### src/hw/rtl/assert_macros.svh
// Assertion helpers. Synthesis builds see empty bodies.
`ifndef ASSERT_MACROS_SVH
`define ASSERT_MACROS_SVH

`ifndef SYNTHESIS

`define NWTF_ASSERT(label, clk, rst_n, prop) \
	label: assert property (@(posedge clk) disable iff (!(rst_n)) (prop)) \
		else $error("%m: property failed");

`define NWTF_NEVER(label, clk, rst_n, cond) \
	label: assert property (@(posedge clk) disable iff (!(rst_n)) !(cond)) \
		else $error("%m: forbidden condition seen");

`else

`define NWTF_ASSERT(label, clk, rst_n, prop)

`define NWTF_NEVER(label, clk, rst_n, cond)

`endif

`endif

### src/hw/rtl/nwtf_pkg.sv
package nwtf_pkg;

	localparam int MAX_TEXT_UNITS = 65536;
	localparam int UNIT_W = 16;
	localparam int POS_W = 16;
	localparam int CFG_ADDR_W = 8;
	localparam int CFG_DATA_W = 8;

	localparam logic [POS_W-1:0] POS_CAP =
		((MAX_TEXT_UNITS - 1) < 65535) ? POS_W'(MAX_TEXT_UNITS - 1) : {POS_W{1'b1}};

	// register indexes on the config port
	localparam logic [CFG_ADDR_W-1:0] CFG_MIN_KEPT_LENGTH = CFG_ADDR_W'(0);
	localparam logic [CFG_ADDR_W-1:0] CFG_REPEAT_LIMIT = CFG_ADDR_W'(1);

	localparam logic [7:0] RESET_MIN_KEPT_LENGTH = 8'd4;
	localparam logic [3:0] RESET_REPEAT_LIMIT = 4'd3;

	localparam int NUM_MARKS = 22;
	localparam logic [UNIT_W-1:0] PUNCT_MARKS [NUM_MARKS] = '{
		16'h002C, 16'h002E, 16'h0021, 16'h003F, 16'h003B, 16'h003A, 16'h0022, 16'h002D,
		16'h002F, 16'h002B, 16'h0028, 16'h0029, 16'h007B, 16'h007D, 16'h005B, 16'h005D,
		16'h005C, 16'h0060, 16'h00B4, 16'h005F, 16'h005E, 16'h007E
	};

	typedef struct packed {
		logic nul;
		logic space;
		logic punct;
		logic unwanted;
		logic bom_low;
		logic is_p;
	} unit_class_t;

endpackage

### src/hw/rtl/nwtf_if.sv
interface nwtf_text_if;
	import nwtf_pkg::*;
	logic              valid;
	logic              ready;
	logic [UNIT_W-1:0] code_unit;
	logic              last_unit;
	modport source (output valid, output code_unit, output last_unit, input ready);
	modport sink (input valid, input code_unit, input last_unit, output ready);
endinterface

interface nwtf_word_if;
	import nwtf_pkg::*;
	logic             valid;
	logic             ready;
	logic [POS_W-1:0] word_start;
	logic [POS_W-1:0] word_length;
	modport source (output valid, output word_start, output word_length, input ready);
	modport sink (input valid, input word_start, input word_length, output ready);
endinterface

interface nwtf_cfg_if;
	import nwtf_pkg::*;
	logic                  valid;
	logic                  ready;
	logic [CFG_ADDR_W-1:0] addr;
	logic [CFG_DATA_W-1:0] data;
	modport source (output valid, output addr, output data, input ready);
	modport sink (input valid, input addr, input data, output ready);
endinterface

### src/hw/rtl/nwtf_classify.sv
module nwtf_classify (
	input  logic [nwtf_pkg::UNIT_W-1:0] code,
	output nwtf_pkg::unit_class_t       cls
);
	import nwtf_pkg::*;

	logic [7:0] hi;
	logic [7:0] lo;
	logic       punct_hit;

	assign hi = code[15:8];
	assign lo = code[7:0];

	always_comb begin
		punct_hit = 1'b0;
		for (int k = 0; k < NUM_MARKS; k++) begin
			if (code == PUNCT_MARKS[k]) begin
				punct_hit = 1'b1;
			end
		end
	end

	always_comb begin
		cls.nul      = (code == 16'h0000);
		cls.space    = (code == 16'h0020) || (code == 16'h0009) ||
			(code == 16'h000A) || (code == 16'h000D);
		cls.punct    = punct_hit;
		cls.unwanted = (hi > 8'h05) || ((hi == 8'h00) && (lo < 8'h41)) ||
			((hi == 8'h00) && (lo >= 8'h7B) && (lo < 8'hC0)) ||
			((hi == 8'h03) && (lo < 8'h80));
		cls.bom_low  = (lo == 8'hFF) || (lo == 8'hFE);
		cls.is_p     = ((code | 16'h0020) == 16'h0070);
	end

endmodule

### src/hw/rtl/nwtf_core.sv
`include "assert_macros.svh"

module nwtf_core (
	input  logic                        clk,
	input  logic                        arst_n,
	input  logic                        step,
	input  logic [nwtf_pkg::UNIT_W-1:0] code,
	input  logic                        last,
	input  nwtf_pkg::unit_class_t       cls,
	input  logic [7:0]                  min_len,
	input  logic [3:0]                  repeat_lim,
	output logic                        emit,
	output logic [nwtf_pkg::POS_W-1:0]  out_start,
	output logic [nwtf_pkg::POS_W-1:0]  out_length
);
	import nwtf_pkg::*;

	logic [POS_W-1:0]  position_q;
	logic [POS_W-1:0]  pstart_q;
	logic [POS_W-1:0]  plen_q;
	logic [UNIT_W-1:0] prev_q;
	logic [3:0]        run_q;
	logic              noisy_q;
	logic              url_q;
	logic [UNIT_W-1:0] recent_q [3];
	logic              stopped_q;

	logic              short_text;
	logic              bom;
	logic              breaker;
	logic [7:0]        min_eff;
	logic              same;
	logic [3:0]        run_nx;
	logic              noisy_l;
	logic              url_l;
	logic [POS_W-1:0]  start_l;
	logic [POS_W-1:0]  plen_l;

	always_comb begin
		short_text = last && (position_q <= POS_W'(1));
		bom        = (position_q == '0) && cls.bom_low;
		breaker    = cls.nul || cls.space || cls.punct;
		min_eff    = (min_len == 8'd0) ? 8'd1 : min_len;
		same       = (code == prev_q) ||
			({1'b0, code} == ({1'b0, prev_q} + 17'h00020)) ||
			((prev_q >= 16'h0020) && (code == (prev_q - 16'h0020)));
		run_nx     = same ? ((run_q == 4'hF) ? run_q : run_q + 4'd1) : 4'd1;
		noisy_l    = noisy_q || (run_nx >= repeat_lim) || cls.unwanted;
		url_l      = url_q || (cls.is_p &&
			((recent_q[0] | 16'h0020) == 16'h0074) &&
			((recent_q[1] | 16'h0020) == 16'h0074) &&
			((recent_q[2] | 16'h0020) == 16'h0068));
		start_l    = (plen_q == '0) ? position_q : pstart_q;
		plen_l     = (plen_q < POS_CAP) ? plen_q + POS_W'(1) : plen_q;
	end

	always_comb begin
		emit       = 1'b0;
		out_start  = pstart_q;
		out_length = plen_q;
		if (!stopped_q && !bom) begin
			if (breaker) begin
				emit = (plen_q >= {8'd0, min_eff}) && !noisy_q && !url_q && !short_text;
			end else if (last) begin
				emit       = (plen_l >= {8'd0, min_eff}) && !noisy_l && !url_l &&
					!short_text;
				out_start  = start_l;
				out_length = plen_l;
			end
		end
	end

	always_ff @(posedge clk or negedge arst_n) begin
		if (!arst_n) begin
			position_q  <= '0;
			pstart_q    <= '0;
			plen_q      <= '0;
			prev_q      <= '0;
			run_q       <= '0;
			noisy_q     <= 1'b0;
			url_q       <= 1'b0;
			recent_q[0] <= '0;
			recent_q[1] <= '0;
			recent_q[2] <= '0;
			stopped_q   <= 1'b0;
		end else if (step) begin
			if (last) begin
				position_q  <= '0;
				pstart_q    <= '0;
				plen_q      <= '0;
				prev_q      <= '0;
				run_q       <= '0;
				noisy_q     <= 1'b0;
				url_q       <= 1'b0;
				recent_q[0] <= '0;
				recent_q[1] <= '0;
				recent_q[2] <= '0;
				stopped_q   <= 1'b0;
			end else if (!stopped_q) begin
				if (!bom) begin
					if (breaker) begin
						plen_q    <= '0;
						noisy_q   <= 1'b0;
						stopped_q <= cls.nul;
						if (cls.space) begin
							url_q <= 1'b0;
						end
					end else begin
						if (!same) begin
							prev_q <= code;
						end
						run_q    <= run_nx;
						noisy_q  <= noisy_l;
						url_q    <= url_l;
						pstart_q <= start_l;
						plen_q   <= plen_l;
					end
					recent_q[2] <= recent_q[1];
					recent_q[1] <= recent_q[0];
					recent_q[0] <= code;
				end
				if (position_q < POS_CAP) begin
					position_q <= position_q + POS_W'(1);
				end
			end
		end
	end

	`NWTF_ASSERT(a_stopped_no_pending, clk, arst_n, stopped_q |-> (plen_q == '0))
	`NWTF_ASSERT(a_last_clears, clk, arst_n,
		(step && last) |=> ((position_q == '0) && !stopped_q && (plen_q == '0)))
	`NWTF_NEVER(n_empty_word, clk, arst_n, step && emit && (out_length == '0))

endmodule

### src/hw/rtl/noisy_word_token_filter.sv
// Word filter over a UTF-16 text stream. One code unit is taken per cycle with no
// bubbles while the output is not stalled. Each unit is captured in an input register,
// then classified and used to update the text state at the edge where it advances. A
// kept word (start, length) is loaded into the output register at that same edge, so a
// result passes the input register and then the output register after the unit that
// ends the word is accepted. The state update sets the rate of one unit per cycle while
// the output is not stalled; output back-pressure stalls the input stage directly.
// Configuration writes are always accepted and should be made while no text is in flight.
module noisy_word_token_filter (
	input logic        clk,
	input logic        arst_n,
	nwtf_text_if.sink  text,
	nwtf_word_if.source words,
	nwtf_cfg_if.sink   cfg
);
	import nwtf_pkg::*;

	logic              valid_s1;
	logic [UNIT_W-1:0] code_s1;
	logic              last_s1;

	logic              out_valid_q;
	logic [POS_W-1:0]  out_start_q;
	logic [POS_W-1:0]  out_length_q;

	logic [7:0]        min_len_q;
	logic [3:0]        repeat_q;

	logic              advance;
	logic              step;
	unit_class_t       cls;
	logic              emit;
	logic [POS_W-1:0]  res_start;
	logic [POS_W-1:0]  res_length;

	assign advance    = !out_valid_q || words.ready;
	assign step       = valid_s1 && advance;
	assign text.ready = !valid_s1 || advance;
	assign cfg.ready  = 1'b1;

	assign words.valid       = out_valid_q;
	assign words.word_start  = out_start_q;
	assign words.word_length = out_length_q;

	always_ff @(posedge clk or negedge arst_n) begin
		if (!arst_n) begin
			min_len_q <= RESET_MIN_KEPT_LENGTH;
			repeat_q  <= RESET_REPEAT_LIMIT;
		end else if (cfg.valid) begin
			if (cfg.addr == CFG_MIN_KEPT_LENGTH) begin
				min_len_q <= cfg.data[7:0];
			end else if (cfg.addr == CFG_REPEAT_LIMIT) begin
				repeat_q <= cfg.data[3:0];
			end
		end
	end

	always_ff @(posedge clk or negedge arst_n) begin
		if (!arst_n) begin
			valid_s1 <= 1'b0;
		end else if (text.valid && text.ready) begin
			valid_s1 <= 1'b1;
		end else if (step) begin
			valid_s1 <= 1'b0;
		end
	end

	always_ff @(posedge clk) begin
		if (text.valid && text.ready) begin
			code_s1 <= text.code_unit;
			last_s1 <= text.last_unit;
		end
	end

	always_ff @(posedge clk or negedge arst_n) begin
		if (!arst_n) begin
			out_valid_q <= 1'b0;
		end else if (advance) begin
			out_valid_q <= step && emit;
		end
	end

	always_ff @(posedge clk) begin
		if (step && emit) begin
			out_start_q  <= res_start;
			out_length_q <= res_length;
		end
	end

	nwtf_classify u_classify (
		.code (code_s1),
		.cls  (cls)
	);

	nwtf_core u_core (
		.clk        (clk),
		.arst_n     (arst_n),
		.step       (step),
		.code       (code_s1),
		.last       (last_s1),
		.cls        (cls),
		.min_len    (min_len_q),
		.repeat_lim (repeat_q),
		.emit       (emit),
		.out_start  (res_start),
		.out_length (res_length)
	);

endmodule
### src/flat_wrapper.sv
// flat-port wrapper written by rule: the top's interface ports become plain ports
module noisy_word_token_filter_flat import nwtf_pkg::*;
  (clk, arst_n, text_valid, text_code_unit, text_last_unit, text_ready, words_valid, words_word_start, words_word_length, words_ready, cfg_valid, cfg_addr, cfg_data, cfg_ready);
  nwtf_text_if text_i ();
  nwtf_word_if words_i ();
  nwtf_cfg_if cfg_i ();
  input logic clk;
  input logic arst_n;
  input wire logic [$bits(text_i.valid)-1:0] text_valid;
  input wire logic [$bits(text_i.code_unit)-1:0] text_code_unit;
  input wire logic [$bits(text_i.last_unit)-1:0] text_last_unit;
  output wire logic [$bits(text_i.ready)-1:0] text_ready;
  output wire logic [$bits(words_i.valid)-1:0] words_valid;
  output wire logic [$bits(words_i.word_start)-1:0] words_word_start;
  output wire logic [$bits(words_i.word_length)-1:0] words_word_length;
  input wire logic [$bits(words_i.ready)-1:0] words_ready;
  input wire logic [$bits(cfg_i.valid)-1:0] cfg_valid;
  input wire logic [$bits(cfg_i.addr)-1:0] cfg_addr;
  input wire logic [$bits(cfg_i.data)-1:0] cfg_data;
  output wire logic [$bits(cfg_i.ready)-1:0] cfg_ready;
  assign text_i.valid = text_valid;
  assign text_i.code_unit = text_code_unit;
  assign text_i.last_unit = text_last_unit;
  assign text_ready = text_i.ready;
  assign words_valid = words_i.valid;
  assign words_word_start = words_i.word_start;
  assign words_word_length = words_i.word_length;
  assign words_i.ready = words_ready;
  assign cfg_i.valid = cfg_valid;
  assign cfg_i.addr = cfg_addr;
  assign cfg_i.data = cfg_data;
  assign cfg_ready = cfg_i.ready;
  noisy_word_token_filter u_core (.clk(clk), .arst_n(arst_n), .text(text_i), .words(words_i), .cfg(cfg_i));
endmodule
### config.mk
export PLATFORM = sky130hd
export DESIGN_NAME = noisy_word_token_filter_flat
export DESIGN_NICKNAME = d
export VERILOG_FILES = /design/src/hw/rtl/nwtf_pkg.sv /design/src/hw/rtl/nwtf_if.sv /design/src/hw/rtl/nwtf_classify.sv /design/src/hw/rtl/nwtf_core.sv /design/src/hw/rtl/noisy_word_token_filter.sv /design/src/flat_wrapper.sv
export VERILOG_INCLUDE_DIRS = /design/src /design/src/hw/rtl
export SDC_FILE = /design/constraint.sdc
export NUM_CORES = 1
export LEC_CHECK = 0
export BUFFER_PORTS_ARGS = -buffer_cell sky130_fd_sc_hd__buf_2
export CAP_MARGIN = 20
export CORE_ASPECT_RATIO = 2
export CORE_MARGIN = 8
export CORE_UTILIZATION = 55
export CTS_CLUSTER_DIAMETER = 200
export CTS_CLUSTER_SIZE = 28
export DETAILED_ROUTE_END_ITERATION = 8
export GPL_TIMING_DRIVEN = 0
export PLACE_DENSITY_LB_ADDON = 0.12
export SYNTH_ARGS = -nofsm -noshare
export SYNTH_HDL_FRONTEND = slang
export SYNTH_SLANG_ARGS = --single-unit
export TNS_END_PERCENT = 1
### constraint.sdc
create_clock -name clk -period 5.44 [get_ports clk]
set_clock_uncertainty 0.1 [all_clocks]
set_input_delay 0 -clock clk [delete_from_list [all_inputs] [get_ports clk]]
set_output_delay 0 -clock clk [all_outputs]
set_load 0.005 [all_outputs]
==> impl_metrics.env <==
export IMPL_status="finished, final reports clean"
export IMPL_synth_area_per_cell_um2=9.96
export IMPL_vias_per_cell=6.08
export IMPL_fin_hold_ws_ps=48.5
export IMPL_htreeDepth=4
export IMPL_min_path_cells=5
export IMPL_cts_root_buf="clkbuf_16"
export IMPL_grt_pass1_vias=8388
export IMPL_dieHeight_um=205
export IMPL_antenna_found_initial=0
export IMPL_critical_path_peak_fanout=10
export IMPL_drv_cap=0
export IMPL_ys_ff_latch=179
export IMPL_worst_pin_slew_ps=1020
export IMPL_gp_congestion=0.931
export IMPL_nFillCells=1405
export IMPL_final_cell_mix="nand2_1 (129), dfrtp_1 (127), buf_2 (90), o21ai_0 (65), nor2_1 (53)"
export IMPL_row_count=69
export IMPL_synth_edf_count=49
export IMPL_num_antenna_cells=0
export IMPL_r2r_start="u_core.u_core.prev_q[5]"
export IMPL_async_flop_share_pct=72.6
export IMPL_synth_top_area_cell="dfrtp_1"
export IMPL_cts_buffers=17
export IMPL_finalSetupViolations=0
export IMPL_hp_class="in -> reg"
export IMPL_cp_start_kind="register"
export IMPL_cp_required_ps=5490
export IMPL_worstSetupPathType="reg -> reg"
export IMPL_synth_top_cell_area_share_pct=32.3
export IMPL_clkTransAtPathRegs_ps=70
export IMPL_drt_first_iter_violations=461
export IMPL_fp_dieW_um=111
export IMPL_layout_commonest_cell="nand2_1"
export IMPL_worstReg2RegEnd="u_core.words.word_start[13]"
export IMPL_netlist_area_um2=9840
export IMPL_crit_path_end_kind="register"
export IMPL_hpwl_mm=19.5
export IMPL_syn_inst=988
export IMPL_synth_top_cells_by_area="dfrtp_1 (32%), edfxtp_1 (15%), nand2_1 (4.9%)"
export IMPL_grt_pass1_wl_mm=44.6
export IMPL_vdd_drop_max_mv=0.231
export IMPL_hold_end="u_core.min_len_q[0]"
export IMPL_grt_ovfl_total=0
export IMPL_cts_tree="built"
export IMPL_dr_total_vias=8225
export IMPL_coreArea_um2=17700
export IMPL_groute_usage_overall_pct=24.6
export IMPL_drc=0
export IMPL_cts_sinks=179
export IMPL_rrSetupSlack_ps=220
export IMPL_synthToLayoutAreaGrowth_pct=18.3
export IMPL_io_buffers=71
export IMPL_worstHoldStart="cfg_addr[4]"
export IMPL_leakagePower_uw=0.00480
export IMPL_maxSlewViolCount=0
export IMPL_yosysUniqueCellTypes=84
export IMPL_synth_fp_nets=1054
export IMPL_maxSlewHeadroom_pct=30.9
export IMPL_fin_crit_ps=5220
export IMPL_regArea_um2=4730
export IMPL_ant_nets=0
export IMPL_avgRoutedWirePerCell_um=20.7
export IMPL_io_pins=73
export IMPL_synth_seq_area_share_pct=48.0
export IMPL_ys_flop_type="dfrtp_1"
export IMPL_dr_pass1_iters=7
export IMPL_ys_warn_count=0
export IMPL_grt_max_degree=82
export IMPL_hold_violations=0
export IMPL_drive_gt1_share_pct=16.5
export IMPL_powerDensity_nw_per_um2=278
export IMPL_arrival_ps=5280
export IMPL_start_util_pct=55.6
export IMPL_wirelength_mm=28.0
export IMPL_clockBufferDepth=2
export IMPL_ff2ff_path_depth=20
export IMPL_clock_latency_ps=440
export IMPL_fin_nets=1193
export IMPL_dieArea_um2=22700
export IMPL_multi_input_comb_area_um2=4680
export IMPL_finalCritPeriodShare_pct=96.0
export IMPL_total_power_uw=3240
export IMPL_fmax_mhz=191
==> metal layers <==
layer  track usage [%]  vias to the layer above  share of wire, %
met5                 0                        -                 0
met4              14.6                        0               5.2
met3              4.06                       86               3.4
met2              46.0                      235                54
met1              24.9                     4041                37
li1                  -                     3863                 -
==> power breakdown <==
part / total (uW) / switching, uW / internal (uW) / leakage [uW]
combinational: 502 / 304 / 197 / 0.00238
clock: 1230 / 577 / 652 / 0.000282
sequential: 1510 / 62.4 / 1450 / 0.00214
==> how the worst max path moves through the flow <==
stage | start | to | slack [ps]
global placement | u_core.u_core.prev_q[5] | u_core.words.word_start[0] | -510
CTS | u_core.u_core.prev_q[5] | u_core.words.word_length[4] | 110
detailed placement | u_core.u_core.prev_q[5] | u_core.words.word_start[2] | -600
floorplan | u_core.u_core.prev_q[5] | u_core.words.word_length[0] | 570
finish | u_core.u_core.prev_q[5] | u_core.words.word_start[13] | 220
global route | u_core.u_core.prev_q[5] | u_core.words.word_start[13] | -50
==> sequential cells by signal (all words and copies together), names as in the netlist, 4 cells and up <==
name                      cells
u_core.u_core.recent_q       45
u_core.min_len_q              8
u_core.code_s1               16
u_core.u_core.position_q     16
u_core.u_core.prev_q         16
u_core.repeat_q               4
u_core.words.word_length     16
u_core.words.word_start      16
u_core.u_core.pstart_q       16
u_core.u_core.plen_q         16
u_core.u_core.run_q           4
==> cells in the mapped netlist, types with 6 or more instances <==
| master | count |
|---|---|
| and3_1 | 7 |
| a32o_1 | 17 |
| a31oi_1 | 7 |
| buf_1 | 6 |
| ha_1 | 28 |
| xor2_1 | 22 |
| nor4_1 | 27 |
| nor3_1 | 25 |
| o31ai_1 | 6 |
| nand2b_1 | 16 |
| mux2_2 | 15 |
| nor2_1 | 53 |
| edfxtp_1 | 49 |
| a22o_1 | 33 |
| xnor2_1 | 39 |
| nand3_1 | 30 |
| clkbuf_1 | 43 |
| buf_2 | 20 |
| o21ai_0 | 65 |
| nor3b_1 | 6 |
| nand4_1 | 23 |
| nand2_1 | 129 |
| dfrtp_1 | 127 |
| mux2_4 | 10 |
| or4_1 | 7 |
| inv_1 | 37 |
| a21o_1 | 8 |
| a21oi_1 | 29 |
==> per-stage QoR <==
stage	cells	setup WS, ps	instance area (um2)	TNS (ps)	util, %
4_1_cts	1351	112	11600	0	65.6
6_report	1353	216	11600	0	65.8
5_1_grt	1353	-48.1	11600	-867	65.8
3_5_place_dp	1273	-604	10500	-19240	59.3
3_3_place_gp	1272	-510	10500	-16180	59.1
2_1_floorplan	988	573	9840	0	-
==> final cells by class <==
cell class                 instances  area share (%)
multi-input combinational        695            40.2
sequential                       179            40.6
inverter                          38            1.22
clock inverter                    13           0.902
tap                              213            2.29
buffer                            77            3.12
clock buffer                      19            4.08
timing repair buffer             119            7.57
==> cell families after synthesis <==
family / count (synthesis) / synth area share, %
xor+xnor: 61 / 5.43
compound gates: 212 / 15.4
buf+inv: 115 / 5.14
fa+ha+maj: 28 / 3.56
other cells: 1 / 0.0381
simple gates: 362 / 18.7
mux: 30 / 3.75
flops: 179 / 48.0
==> repair_timing <==
| action | CTS | global route |
|---|---|---|
| endpoints found under the setup margin | 32 | 32 |
| hold buffers | 41 | 0 |
| cloned | 1 | 0 |
| pin swaps | 0 | 1 |
| gates resized for setup | 6 | 4 |
| buffers inserted | 4 | 2 |
| endpoints found under the hold margin | 161 | 0 |
==> critical path, stage by stage, from the launching register on <==
cell and delay, ps:
dfrtp_1 380, clkbuf_1 190, inv_1 130, ha_1 190, or3b_4 420, a2111oi_0 390, o21ai_0 160, a2111oi_2 390
a31oi_2 210, a21bo_1 260, buf_4 200, nor2_1 110, ha_1 220, nand2b_1 150, a21o_1 180, a21o_1 200
a221oi_2 300, nor4bb_4 280, buf_4 180, a31o_4 130, buf_12 140
(Power assumes the default switching activity.)
